[src/hdl/wmsf_pkg.sv]
`timescale 1ns / 1ps
// Shared types and constants for the module section framer.
package wmsf_pkg;

    // Parser phases
    typedef enum logic [2:0] {
        PH_MAGIC   = 3'd0,
        PH_VERSION = 3'd1,
        PH_ID      = 3'd2,
        PH_SIZE    = 3'd3,
        PH_PAYLOAD = 3'd4,
        PH_DONE    = 3'd5
    } phase_t;

    // Record kinds
    localparam logic [1:0] KIND_HEADER  = 2'd0;
    localparam logic [1:0] KIND_SECTION = 2'd1;
    localparam logic [1:0] KIND_ERROR   = 2'd2;

    // Error codes
    localparam logic [1:0] ERR_NONE    = 2'd0;
    localparam logic [1:0] ERR_MAGIC   = 2'd1;
    localparam logic [1:0] ERR_VERSION = 2'd2;
    localparam logic [1:0] ERR_BOUNDS  = 2'd3;

    // Magic "\0asm", first byte in the low lane
    localparam logic [31:0] MAGIC_WORD      = 32'h6D73_6100;
    localparam logic [31:0] VERSION_ONE     = 32'h0000_0001;
    localparam logic [31:0] MIN_LENGTH      = 32'd8;
    localparam logic [31:0] LAST_MAGIC_POS  = 32'd3;
    localparam logic [31:0] LAST_HEADER_POS = 32'd7;
    localparam logic [2:0]  LEB_MAX_BYTES   = 3'd5;
    localparam logic [4:0]  LEB_DIGIT_BITS  = 5'd7;

    typedef struct packed {
        logic [7:0] data_byte;
        logic       start_of_module;
    } in_word_t;

    typedef struct packed {
        logic [1:0]  record_kind;
        logic [7:0]  section_id;
        logic [31:0] section_size;
        logic [31:0] payload_offset;
        logic [31:0] module_version;
        logic [1:0]  error_code;
        logic        module_done;
    } out_word_t;

endpackage

[src/hdl/wasm_module_section_framer.sv]
`timescale 1ns / 1ps
// Top level of the module section framer: input register, parser, result register.
// The framer takes one module byte per cycle and gives at most one record per byte:
// an accepted byte waits in the input register, then the parser state and the result
// register are updated together. A byte is taken every cycle while the result register
// is free or being drained; in_stall rises only when both the input register and the
// result register are full and out_stall is high.
// Write module_length through cfg_write/cfg_data while no byte is in flight.
module wasm_module_section_framer (
    input  logic                clk,
    input  logic                rst_n,
    input  logic                cfg_write,
    input  logic [31:0]         cfg_data,
    input  logic                in_valid,
    output logic                in_stall,
    input  wmsf_pkg::in_word_t  in_word,
    output logic                out_valid,
    input  logic                out_stall,
    output wmsf_pkg::out_word_t out_word
);

    logic [31:0]         module_length_reg;
    logic                in_valid_reg;
    wmsf_pkg::in_word_t  in_word_reg;
    logic                out_valid_reg;
    wmsf_pkg::out_word_t out_word_reg;

    wmsf_pkg::phase_t    phase_reg, phase_next;
    logic [31:0]         pos_reg, pos_next;
    logic [31:0]         acc_reg, acc_next;
    logic [2:0]          shift_reg, shift_next;
    logic [7:0]          id_reg, id_next;
    logic [31:0]         rem_reg, rem_next;
    logic [31:0]         ver_reg, ver_next;

    logic                advance;
    logic                emit;
    wmsf_pkg::out_word_t rec;

    // Effective state after an optional start-of-module clear
    wmsf_pkg::phase_t    phase_eff;
    logic [31:0]         pos_eff, acc_eff, rem_eff, ver_eff;
    logic [2:0]          shift_eff;
    logic [7:0]          id_eff;

    logic [7:0]          b;
    logic [32:0]         next33;
    logic [33:0]         end34;
    logic [31:0]         leb_new;
    logic [31:0]         rem_dec;
    logic                last_byte;

    assign advance   = in_valid_reg && (!out_valid_reg || !out_stall);
    assign in_stall  = in_valid_reg && out_valid_reg && out_stall;
    assign out_valid = out_valid_reg;
    assign out_word  = out_word_reg;

    // Hold the configured module length
    always_ff @(posedge clk or negedge rst_n)
    begin
        if (!rst_n)
        begin
            module_length_reg <= 32'd0;
        end
        else if (cfg_write)
        begin
            module_length_reg <= cfg_data;
        end
    end

    // Capture the incoming word
    always_ff @(posedge clk or negedge rst_n)
    begin
        if (!rst_n)
        begin
            in_valid_reg <= 1'b0;
        end
        else if (!in_stall)
        begin
            in_valid_reg <= in_valid;
        end
    end

    always_ff @(posedge clk)
    begin
        if (in_valid && !in_stall)
        begin
            in_word_reg <= in_word;
        end
    end

    // Advance parser state
    always_ff @(posedge clk or negedge rst_n)
    begin
        if (!rst_n)
        begin
            phase_reg <= wmsf_pkg::PH_MAGIC;
            pos_reg   <= 32'd0;
            acc_reg   <= 32'd0;
            shift_reg <= 3'd0;
            id_reg    <= 8'd0;
            rem_reg   <= 32'd0;
            ver_reg   <= 32'd0;
        end
        else if (advance)
        begin
            phase_reg <= phase_next;
            pos_reg   <= pos_next;
            acc_reg   <= acc_next;
            shift_reg <= shift_next;
            id_reg    <= id_next;
            rem_reg   <= rem_next;
            ver_reg   <= ver_next;
        end
    end

    // Load or drain the result register
    always_ff @(posedge clk or negedge rst_n)
    begin
        if (!rst_n)
        begin
            out_valid_reg <= 1'b0;
        end
        else if (advance)
        begin
            out_valid_reg <= emit;
        end
        else if (!out_stall)
        begin
            out_valid_reg <= 1'b0;
        end
    end

    always_ff @(posedge clk)
    begin
        if (advance && emit)
        begin
            out_word_reg <= rec;
        end
    end

    // Parse one byte
    always_comb
    begin
        b = in_word_reg.data_byte;

        if (in_word_reg.start_of_module)
        begin
            phase_eff = wmsf_pkg::PH_MAGIC;
            pos_eff   = 32'd0;
            acc_eff   = 32'd0;
            shift_eff = 3'd0;
            id_eff    = 8'd0;
            rem_eff   = 32'd0;
            ver_eff   = 32'd0;
        end
        else
        begin
            phase_eff = phase_reg;
            pos_eff   = pos_reg;
            acc_eff   = acc_reg;
            shift_eff = shift_reg;
            id_eff    = id_reg;
            rem_eff   = rem_reg;
            ver_eff   = ver_reg;
        end

        next33    = {1'b0, pos_eff} + 33'd1;
        last_byte = next33 >= {1'b0, module_length_reg};

        // Fold in one LEB128 digit; digits past the fifth are dropped
        leb_new = acc_eff;
        if (shift_eff < wmsf_pkg::LEB_MAX_BYTES)
        begin
            leb_new = acc_eff
                | ({25'd0, b[6:0]} << (5'(shift_eff) * wmsf_pkg::LEB_DIGIT_BITS));
        end
        end34   = {1'b0, next33} + {2'b00, leb_new};
        rem_dec = (rem_eff != 32'd0) ? rem_eff - 32'd1 : rem_eff;

        phase_next = phase_eff;
        pos_next   = (pos_eff == 32'hFFFF_FFFF) ? pos_eff : next33[31:0];
        acc_next   = acc_eff;
        shift_next = shift_eff;
        id_next    = id_eff;
        rem_next   = rem_eff;
        ver_next   = ver_eff;

        emit               = 1'b0;
        rec.record_kind    = wmsf_pkg::KIND_HEADER;
        rec.section_id     = 8'd0;
        rec.section_size   = 32'd0;
        rec.payload_offset = 32'd0;
        rec.error_code     = wmsf_pkg::ERR_NONE;
        rec.module_done    = 1'b0;

        unique case (phase_eff)
            wmsf_pkg::PH_MAGIC:
            begin
                if ((pos_eff == 32'd0 && module_length_reg < wmsf_pkg::MIN_LENGTH)
                    || b != wmsf_pkg::MAGIC_WORD[pos_eff[1:0]*8 +: 8])
                begin
                    phase_next      = wmsf_pkg::PH_DONE;
                    emit            = 1'b1;
                    rec.record_kind = wmsf_pkg::KIND_ERROR;
                    rec.error_code  = wmsf_pkg::ERR_MAGIC;
                    rec.module_done = 1'b1;
                end
                else if (pos_eff >= wmsf_pkg::LAST_MAGIC_POS)
                begin
                    phase_next = wmsf_pkg::PH_VERSION;
                end
            end
            wmsf_pkg::PH_VERSION:
            begin
                ver_next = ver_eff | ({24'd0, b} << {pos_eff[1:0], 3'b000});
                if (pos_eff >= wmsf_pkg::LAST_HEADER_POS)
                begin
                    emit = 1'b1;
                    if (ver_next != wmsf_pkg::VERSION_ONE)
                    begin
                        phase_next      = wmsf_pkg::PH_DONE;
                        rec.record_kind = wmsf_pkg::KIND_ERROR;
                        rec.error_code  = wmsf_pkg::ERR_VERSION;
                        rec.module_done = 1'b1;
                    end
                    else if (last_byte)
                    begin
                        phase_next      = wmsf_pkg::PH_DONE;
                        rec.module_done = 1'b1;
                    end
                    else
                    begin
                        phase_next = wmsf_pkg::PH_ID;
                    end
                end
            end
            wmsf_pkg::PH_ID:
            begin
                if (pos_eff >= module_length_reg)
                begin
                    phase_next = wmsf_pkg::PH_DONE;
                end
                else
                begin
                    id_next    = b;
                    acc_next   = 32'd0;
                    shift_next = 3'd0;
                    if (last_byte)
                    begin
                        phase_next      = wmsf_pkg::PH_DONE;
                        emit            = 1'b1;
                        rec.record_kind = wmsf_pkg::KIND_ERROR;
                        rec.section_id  = b;
                        rec.error_code  = wmsf_pkg::ERR_BOUNDS;
                        rec.module_done = 1'b1;
                    end
                    else
                    begin
                        phase_next = wmsf_pkg::PH_SIZE;
                    end
                end
            end
            wmsf_pkg::PH_SIZE:
            begin
                rec.section_id = id_eff;
                if (pos_eff >= module_length_reg)
                begin
                    phase_next       = wmsf_pkg::PH_DONE;
                    emit             = 1'b1;
                    rec.record_kind  = wmsf_pkg::KIND_ERROR;
                    rec.section_size = acc_eff;
                    rec.error_code   = wmsf_pkg::ERR_BOUNDS;
                    rec.module_done  = 1'b1;
                end
                else
                begin
                    acc_next         = leb_new;
                    rec.section_size = leb_new;
                    if (shift_eff < wmsf_pkg::LEB_MAX_BYTES)
                    begin
                        shift_next = shift_eff + 3'd1;
                    end
                    if (b[7])
                    begin
                        if (last_byte)
                        begin
                            phase_next      = wmsf_pkg::PH_DONE;
                            emit            = 1'b1;
                            rec.record_kind = wmsf_pkg::KIND_ERROR;
                            rec.error_code  = wmsf_pkg::ERR_BOUNDS;
                            rec.module_done = 1'b1;
                        end
                    end
                    else if (end34 > {2'b00, module_length_reg})
                    begin
                        phase_next      = wmsf_pkg::PH_DONE;
                        emit            = 1'b1;
                        rec.record_kind = wmsf_pkg::KIND_ERROR;
                        rec.error_code  = wmsf_pkg::ERR_BOUNDS;
                        rec.module_done = 1'b1;
                    end
                    else
                    begin
                        emit               = 1'b1;
                        rem_next           = leb_new;
                        rec.record_kind    = wmsf_pkg::KIND_SECTION;
                        rec.payload_offset = next33[31:0];
                        rec.module_done    = (end34 == {2'b00, module_length_reg});
                        if (leb_new != 32'd0)
                        begin
                            phase_next = wmsf_pkg::PH_PAYLOAD;
                        end
                        else if (rec.module_done)
                        begin
                            phase_next = wmsf_pkg::PH_DONE;
                        end
                        else
                        begin
                            phase_next = wmsf_pkg::PH_ID;
                        end
                    end
                end
            end
            wmsf_pkg::PH_PAYLOAD:
            begin
                rem_next = rem_dec;
                if (rem_dec == 32'd0)
                begin
                    phase_next = last_byte ? wmsf_pkg::PH_DONE : wmsf_pkg::PH_ID;
                end
            end
            wmsf_pkg::PH_DONE:
            begin
                // Drop the byte and hold the position
                pos_next = pos_eff;
            end
            default:
            begin
                pos_next   = pos_eff;
                phase_next = wmsf_pkg::PH_DONE;
            end
        endcase

        rec.module_version = ver_next;
    end

    // A record that ends the module leaves the parser finished or skipping the last payload
    a_done_ends: assert property (@(posedge clk) disable iff (!rst_n)
        (advance && emit && rec.module_done)
        |=> (phase_reg == wmsf_pkg::PH_DONE || phase_reg == wmsf_pkg::PH_PAYLOAD))
        else $error("module_done record did not finish the parser");

    // Every error record ends the module
    a_error_done: assert property (@(posedge clk) disable iff (!rst_n)
        (out_valid_reg && out_word_reg.record_kind == wmsf_pkg::KIND_ERROR)
        |-> out_word_reg.module_done)
        else $error("error record without module_done");

    // A finished parser drops bytes until a new start mark
    a_done_silent: assert property (@(posedge clk) disable iff (!rst_n)
        (advance && phase_reg == wmsf_pkg::PH_DONE && !in_word_reg.start_of_module)
        |=> (!out_valid_reg && phase_reg == wmsf_pkg::PH_DONE))
        else $error("record emitted after module end");

    // Byte position never moves backward within a module
    a_pos_mono: assert property (@(posedge clk) disable iff (!rst_n)
        (advance && !in_word_reg.start_of_module) |=> (pos_reg >= $past(pos_reg)))
        else $error("byte position moved backward");

endmodule
[config.mk]
export PLATFORM = sky130hd
export DESIGN_NAME = wasm_module_section_framer
export DESIGN_NICKNAME = d
export VERILOG_FILES = /design/src/hdl/wmsf_pkg.sv /design/src/hdl/wasm_module_section_framer.sv
export SDC_FILE = /design/constraint.sdc
export NUM_CORES = 1
export LEC_CHECK = 0
export ABC_AREA = 1
export BUFFER_PORTS_ARGS = -buffer_cell sky130_fd_sc_hd__buf_4
export CORE_UTILIZATION = 30
export DETAILED_ROUTE_END_ITERATION = 12
export PLACE_DENSITY_LB_ADDON = 0.2
export SYNTH_ARGS = -nofsm -noshare
export SYNTH_HDL_FRONTEND = slang
export SYNTH_SLANG_ARGS = --single-unit
[constraint.sdc]
create_clock -name clk -period 13.09 [get_ports clk]
set_input_delay 1.309 -clock clk [delete_from_list [all_inputs] [get_ports clk]]
set_output_delay 1.309 -clock clk [all_outputs]
set_load 0.005 [all_outputs]
==> results of run 1 <==
-- per-layer routing --
layer  vias to the layer above  wire [um]
li1                      10000          -
met1                      9740      37800
met2                       614      33500
met3                       102       4160
met4                         0       2360
met5                         -          0
-- metrics by stage --
stage	setup WS (ns)	std cells	instance area, um^2	power (W)	utilization (%)
floorplan	3.60	2905	21600	0.00347	-
global placement	3.56	3912	23600	0.00446	33.0
detailed placement	3.41	3912	23600	0.00444	33.0
CTS	3.38	3981	24900	0.00559	34.9
global route	2.47	3981	24900	0.00603	34.9
finish	3.37	3981	24900	0.00559	34.9
-- power by group --
group | internal [W] | switching [W] | leakage (nW)
combinational | 0.000961 | 0.00213 | 7.76
sequential | 0.00124 | 0.000140 | 3.33
clock | 0.000664 | 0.000455 | 0.630
-- cell type report --
class                           count  area [um^2]  share of cell area (%)
Multi-Input combinational cell   2055        11500                    46.1
Sequential cell                   294         7950                    31.9
Inverter                          435         1640                    6.57
Timing Repair Buffer              178         1340                    5.39
Tap cell                          950         1190                    4.77
Clock buffer                       45          987                    3.96
Clock inverter                     24          319                    1.28
-- cells by family after synthesis --
family          after synthesis
compound gates              556
mux                           1
simple gates               1291
buf+inv                     556
fa+ha+maj                   138
flops                       294
xor+xnor                     69
-- path summary, 6_finish.rpt --
check                                from               endpoint  slack [ns]  cells after the start
setup / recovery           in_word_reg[0]           out_word[35]        3.37                     39
hold / removal                 ver_reg[1]             ver_reg[1]        0.48                      2
setup reg to reg           in_word_reg[0]           out_word[35]        3.37                     39
hold reg to reg                ver_reg[1]             ver_reg[1]        0.48                      2
max in group asynchronous           rst_n  module_length_reg[22]       11.02                      2
min in group asynchronous           rst_n            ver_reg[27]        0.72                      1
-- cell usage in the layout, fill, tap and decap left out, types with 7 or more instances in the layout --
cell / count
a211oi_1: 16
a21o_1: 7
a21oi_1: 139
a31oi_1: 17
buf_4: 177
clkbuf_16: 38
clkinv_1: 9
dfrtp_1: 176
edfxtp_1: 118
ha_1: 136
inv_1: 418
inv_2: 12
nand2_1: 551
nand2_2: 15
nand3_1: 165
nand4_1: 82
nor2_1: 323
nor2_2: 23
nor2_4: 23
nor3_1: 52
nor4_1: 25
o2111ai_1: 49
o211ai_1: 20
o21ai_0: 196
o21ai_1: 9
o221ai_1: 12
o22ai_1: 65
or2_2: 7
xnor2_1: 7
xor2_1: 62
-- worst max-delay path: cells and delay by family, from the launching register on --
kind | cells | cell delay [ns]
buffers and inverters | 8 | 3.25
AND/OR/NAND/NOR | 18 | 2.14
AO/OA/AOI/OAI | 8 | 1.87
adder cells (fa/ha/maj) | 4 | 1.55
flip-flops | 1 | 0.35
XOR/XNOR | 1 | 0.18
==> results by group, run 1 <==
Die
  – Starting Density: 30.3%
  – Die X: 271 um
  – Die Y: 271 um
  – I/O pins: 157
  – Die area: 73200 um^2
  – Core area: 71500 um^2
  – # rows: 98

Synth
  – EDFF count, synth: 118
  – Synth area leaders: dfrtp_1, edfxtp_1, nand2_1
  – Synth Area in Adders: 8.05%
  – Post-synthesis compound-gate area fraction: 15.4%
  – Commonest cells post-synth: nand2_1, inv_1, nor2_1, o21ai_0, dfrtp_1
  – Flops & latches, synth: 294
  – Main synth FF type: dfrtp_1
  – Syn Area/Cell: 7.45 um^2
  – Yosys warns: 0
  – Post-synthesis mux area share: 0.0520%
  – Post-Synth Simple-Gate Area: 26.7%
  – Post-synth ARST share: 59.9%
  – Mapped Area: 21600 um^2
  – Synth top area share: 20.3%
  – Syn nets: 3089
  – Post-Synth XOR/XNOR Area: 2.79%
  – Yosys top cell by area: dfrtp_1
  – Count leader, synth: nand2_1
  – Seq/Total Area, Yosys: 36.7%
  – Largest family of logic cells by synthesized area: simple AND/OR/NAND/NOR gates
  – Synth unique cells: 61
  – Post-Syn Instances: 2905

Routing
  – Post-DR wirelength/cell: 19.5 um
  – Initial DRC Count: 1894
  – DR DRC count: 0
  – Aggregate routed wire length: 77.8 mm
  – Final ANT Viol Nets: 0
  – Pre-antenna DRT Iters: 5
  – Post-DR vias/cell: 5.15
  – Via count: 20.5k

Global route
  – Number of global-route vias before repair: 19.1k
  – First-pass GRT wire length: 118 mm
  – Grt met1 use: 30.5%
  – Largest net degree at the start of global routing: 77
  – GRT busiest layer: met2
  – Initial antenna violation count: 0
  – Gr usage total: 20.8%
  – Grt ovf: 0
  – GR Util met3: 2.62%
  – Met2 usage: 31.5%

Layout
  – Inserted Diodes: 0
  – # fillers: 7586
  – Fraction of layout cells with a size suffix above 1: 11.2%
  – Max reg flops: 109
  – Final net count: 3186
  – Area grow syn2layout: 15.1%

Power
  – Peak supply drop: 91.7 uV
  – LEAKAGE: 11.7 nW
  – Pwr dens: 224 nW/um^2

Worst hold path
  – Worst hold path type: flop to flop

CTS
  – Number of buffers created by CTS: 38
  – Post-CTS Resized: 0
  – CTS root buf: clkbuf_16
  – Reg clk slew, reported paths: 0.06 ns
  – CTS tree: done
  – Clk buf depth: 3
  – Cts hold-fix bufs: 0
  – Clock Sink Count: 294
  – Clock latency on the worst-skew pair: 0.59 ns
  – Post-CTS Setup Bufs: 0
  – H-tree depth: 2

Run
  – Max-Cap Viols: 0

Place
  – Placer Congestion: 0.930
  – IO Port Bufs: 156
  – HPWL Detailed: 58.7 mm

Worst setup path
  – Element type at the critical path start: flop
  – WP data required: 13.38 ns
  – Crit path capture type: flop
  – Critical path's slowest cell: fa_1
  – Setup Crit Path Kind: flop to flop
  – Max FO, Critical Path: 53
  – CP peak stage delay: 0.68 ns
  – Most used cell, CP: nand2_1
  – Critical Path AT: 10.01 ns

STA
  – Setup TNS Final: 0 ns
  – Min Tclk post-route: 9.72 ns
  – Max Clock Freq: 103 MHz
  – Clock Skew: 0.0237 ns
  – Final Cycle Share: 74.2%
  – Final setup fails: 0
  – RSZ-0062 raised after global routing: no
  – Endpoints failing hold: 0
  – Slew @ Worst Pin: 1.09 ns
  – Hold slack final: 0.483 ns
  – Max_slew headroom: 27.4%
  – Max Slew Vio Count: 0

Outcome
  – Outcome: finished, final reports clean
Power figures use the tool's default switching activity.
==> run 2, diff against run 1 <==
Clock period 13.09 ns to 8.38 ns, I/O delays scaled along.
==> run 2 against run 1 <==
Critical endpoint is now out_word[0]. Non-clock buffer count increased by 12. Clock-buffer cell count increased by 2. Via count decreased by 0.24%. Register-to-register slack got worse by 2.6 ns. Flip-flop and latch count unchanged. Hold slack got worse by 0.15 ns.
==> results by group, run 2 (synthesized netlist as in run 1, its figures left out) <==
Routing
  – Final ANT Viol Nets: 0
  – DR DRC count: 0
  – Initial DRC Count: 2022
  – Via count: 20.4k
  – Post-DR wirelength/cell: 19.4 um
  – Aggregate routed wire length: 77.6 mm
  – Pre-antenna DRT Iters: 6
  – Post-DR vias/cell: 5.12

STA
  – Final Cycle Share: 91.3%
  – Final setup fails: 0
  – RSZ-0062 raised after global routing: no
  – Clock Skew: 0.0181 ns
  – Min Tclk post-route: 7.65 ns
  – Max Clock Freq: 131 MHz
  – Endpoints failing hold: 0
  – Setup TNS Final: 0 ns
  – Max Slew Vio Count: 0
  – Slew @ Worst Pin: 1.12 ns
  – Max_slew headroom: 25.4%

Global route
  – GR Util met3: 2.24%
  – GRT busiest layer: met1
  – Met2 usage: 31.3%
  – Number of global-route vias before repair: 19.1k
  – Largest net degree at the start of global routing: 98
  – Initial antenna violation count: 0
  – Grt ovf: 0
  – Gr usage total: 21.0%
  – First-pass GRT wire length: 119 mm
  – Grt met1 use: 31.7%

Worst setup path
  – Element type at the critical path start: flop
  – Critical Path End: out_word[0]
  – Most used cell, CP: nand2_1
  – Setup Crit Path Kind: flop to flop
  – WP data required: 8.71 ns
  – Register-to-register setup slack: 0.73 ns
  – Critical path's slowest cell: buf_4
  – Reg2reg start: in_word_reg[0]
  – Max FO, Critical Path: 34
  – Worst Reg-to-Reg Cells: 40
  – Reg-to-reg critical path endpoint: out_word[0]
  – Critical Path AT: 7.97 ns
  – Crit path capture type: flop
  – CP peak stage delay: 0.44 ns
  – Critical path origin: in_word_reg[0]

Die
  – Die Y: 271 um
  – Die X: 271 um
  – I/O pins: 157
  – # rows: 98
  – Starting Density: 30.3%
  – Die area: 73200 um^2
  – Core area: 71500 um^2

Power
  – Internal power: 0.00442 W
  – Pwr dens: 347 nW/um^2
  – Switch share: 49.0%
  – Flop pwr share: 24.7%
  – Peak supply drop: 164 uV
  – Net Switching: 0.00424 W
  – Logic pwr share: 55.9%
  – LEAKAGE: 11.8 nW
  – Clock share of power: 19.4%

CTS
  – Clock Sink Count: 294
  – Post-CTS Resized: 0
  – CTS root buf: clkbuf_16
  – Clk buf depth: 3
  – H-tree depth: 2
  – Number of buffers created by CTS: 38
  – Clock latency on the worst-skew pair: 0.59 ns
  – CTS tree: done
  – Post-CTS Setup Bufs: 0
  – Reg clk slew, reported paths: 0.06 ns
  – Cts hold-fix bufs: 0

Run
  – Max-Cap Viols: 0

Place
  – HPWL Detailed: 58.1 mm
  – Placer Congestion: 0.943
  – IO Port Bufs: 156

Layout
  – Max reg flops: 109
  – Inserted Diodes: 0
  – Final Util: 34.9%
  – Fraction of layout cells with a size suffix above 1: 11.6%
  – Final net count: 3198
  – Most frequent cells in the layout: nand2_1, inv_1, nor2_1, o21ai_0, buf_4
  – Commonest non-fill, non-tap cell in the layout: nand2_1
  – Area grow syn2layout: 15.3%

Worst hold path
  – Worst hold path type: input port to async pin

Outcome
  – Outcome: finished, final reports clean
run 2: changes by cell type in the layout (fill, tap and decap cells not counted):
cell / before / now
clkinv_4: 0 / 3
bufinv_16: 6 / 3
clkbuf_8: 2 / 3
clkbuf_1: 6 / 7
clkinv_1: 9 / 8
clkinvlp_4: 2 / 4
buf_4: 177 / 189
clkinv_2: 6 / 4
run 2: worst min-delay path by stage:
stage                              end   startpoint  cells after the start
after floorplan             ver_reg[0]   ver_reg[0]                      2
after global placement     ver_reg[19]  ver_reg[19]                      2
after detailed placement   ver_reg[19]  ver_reg[19]                      2
after CTS                    out_valid        rst_n                      1
after global routing      in_valid_reg        rst_n                      1
final                     in_valid_reg        rst_n                      1
run 2: critical path: cells and delay by family (launching register included):
kind                       cells  cell delay (ns)
AOI/OAI and AO/OA              3             0.51
xor gates and xnor gates       1             0.20
adders and majority gates      3             1.01
buffers and inverters          7             1.71
DFF                            1             0.41
and+or+nand+nor               26             3.51
run 2: power groups by stage:
stage / registers, W / logic (W) / clock network, W
floorplan: 0.00213 / 0.00327 / 0
global placement: 0.00216 / 0.00480 / 0
detailed placement: 0.00217 / 0.00478 / 0
CTS: 0.00214 / 0.00480 / 0.00172
global route: 0.00220 / 0.00539 / 0.00177
finish: 0.00214 / 0.00484 / 0.00168
run 2: stage by stage:
| stage | hold slack [ns] | worst slack [ns] | area, um^2 | total power (W) | std cells |
|---|---|---|---|---|---|
| floorplan | 0.453 | 0.726 | 21600 | 0.00541 | 2905 |
| global placement | 0.466 | 0.817 | 23700 | 0.00697 | 3924 |
| detailed placement | 0.473 | 0.811 | 23700 | 0.00695 | 3924 |
| CTS | 0.379 | 0.759 | 25000 | 0.00867 | 3994 |
| global route | 0.396 | 0.0754 | 25000 | 0.00936 | 3994 |
| finish | 0.337 | 0.732 | 25000 | 0.00866 | 3994 |
run 2: area by class of cell:
cell class,count,area [um^2]
Fill cell,7672,46500
Clock inverter,23,256
Clock buffer,47,1000
Timing Repair Buffer,190,1430
Multi-Input combinational cell,2055,11500
Inverter,435,1640
Sequential cell,294,7950
Tap cell,950,1190
run 2: per-layer routing:
layer  part of all wire (%)  up-vias
met3                    5.6       90
met4                    2.6        0
met2                     43      635
li1                       -    10100
met5                      0        -
met1                     49     9659
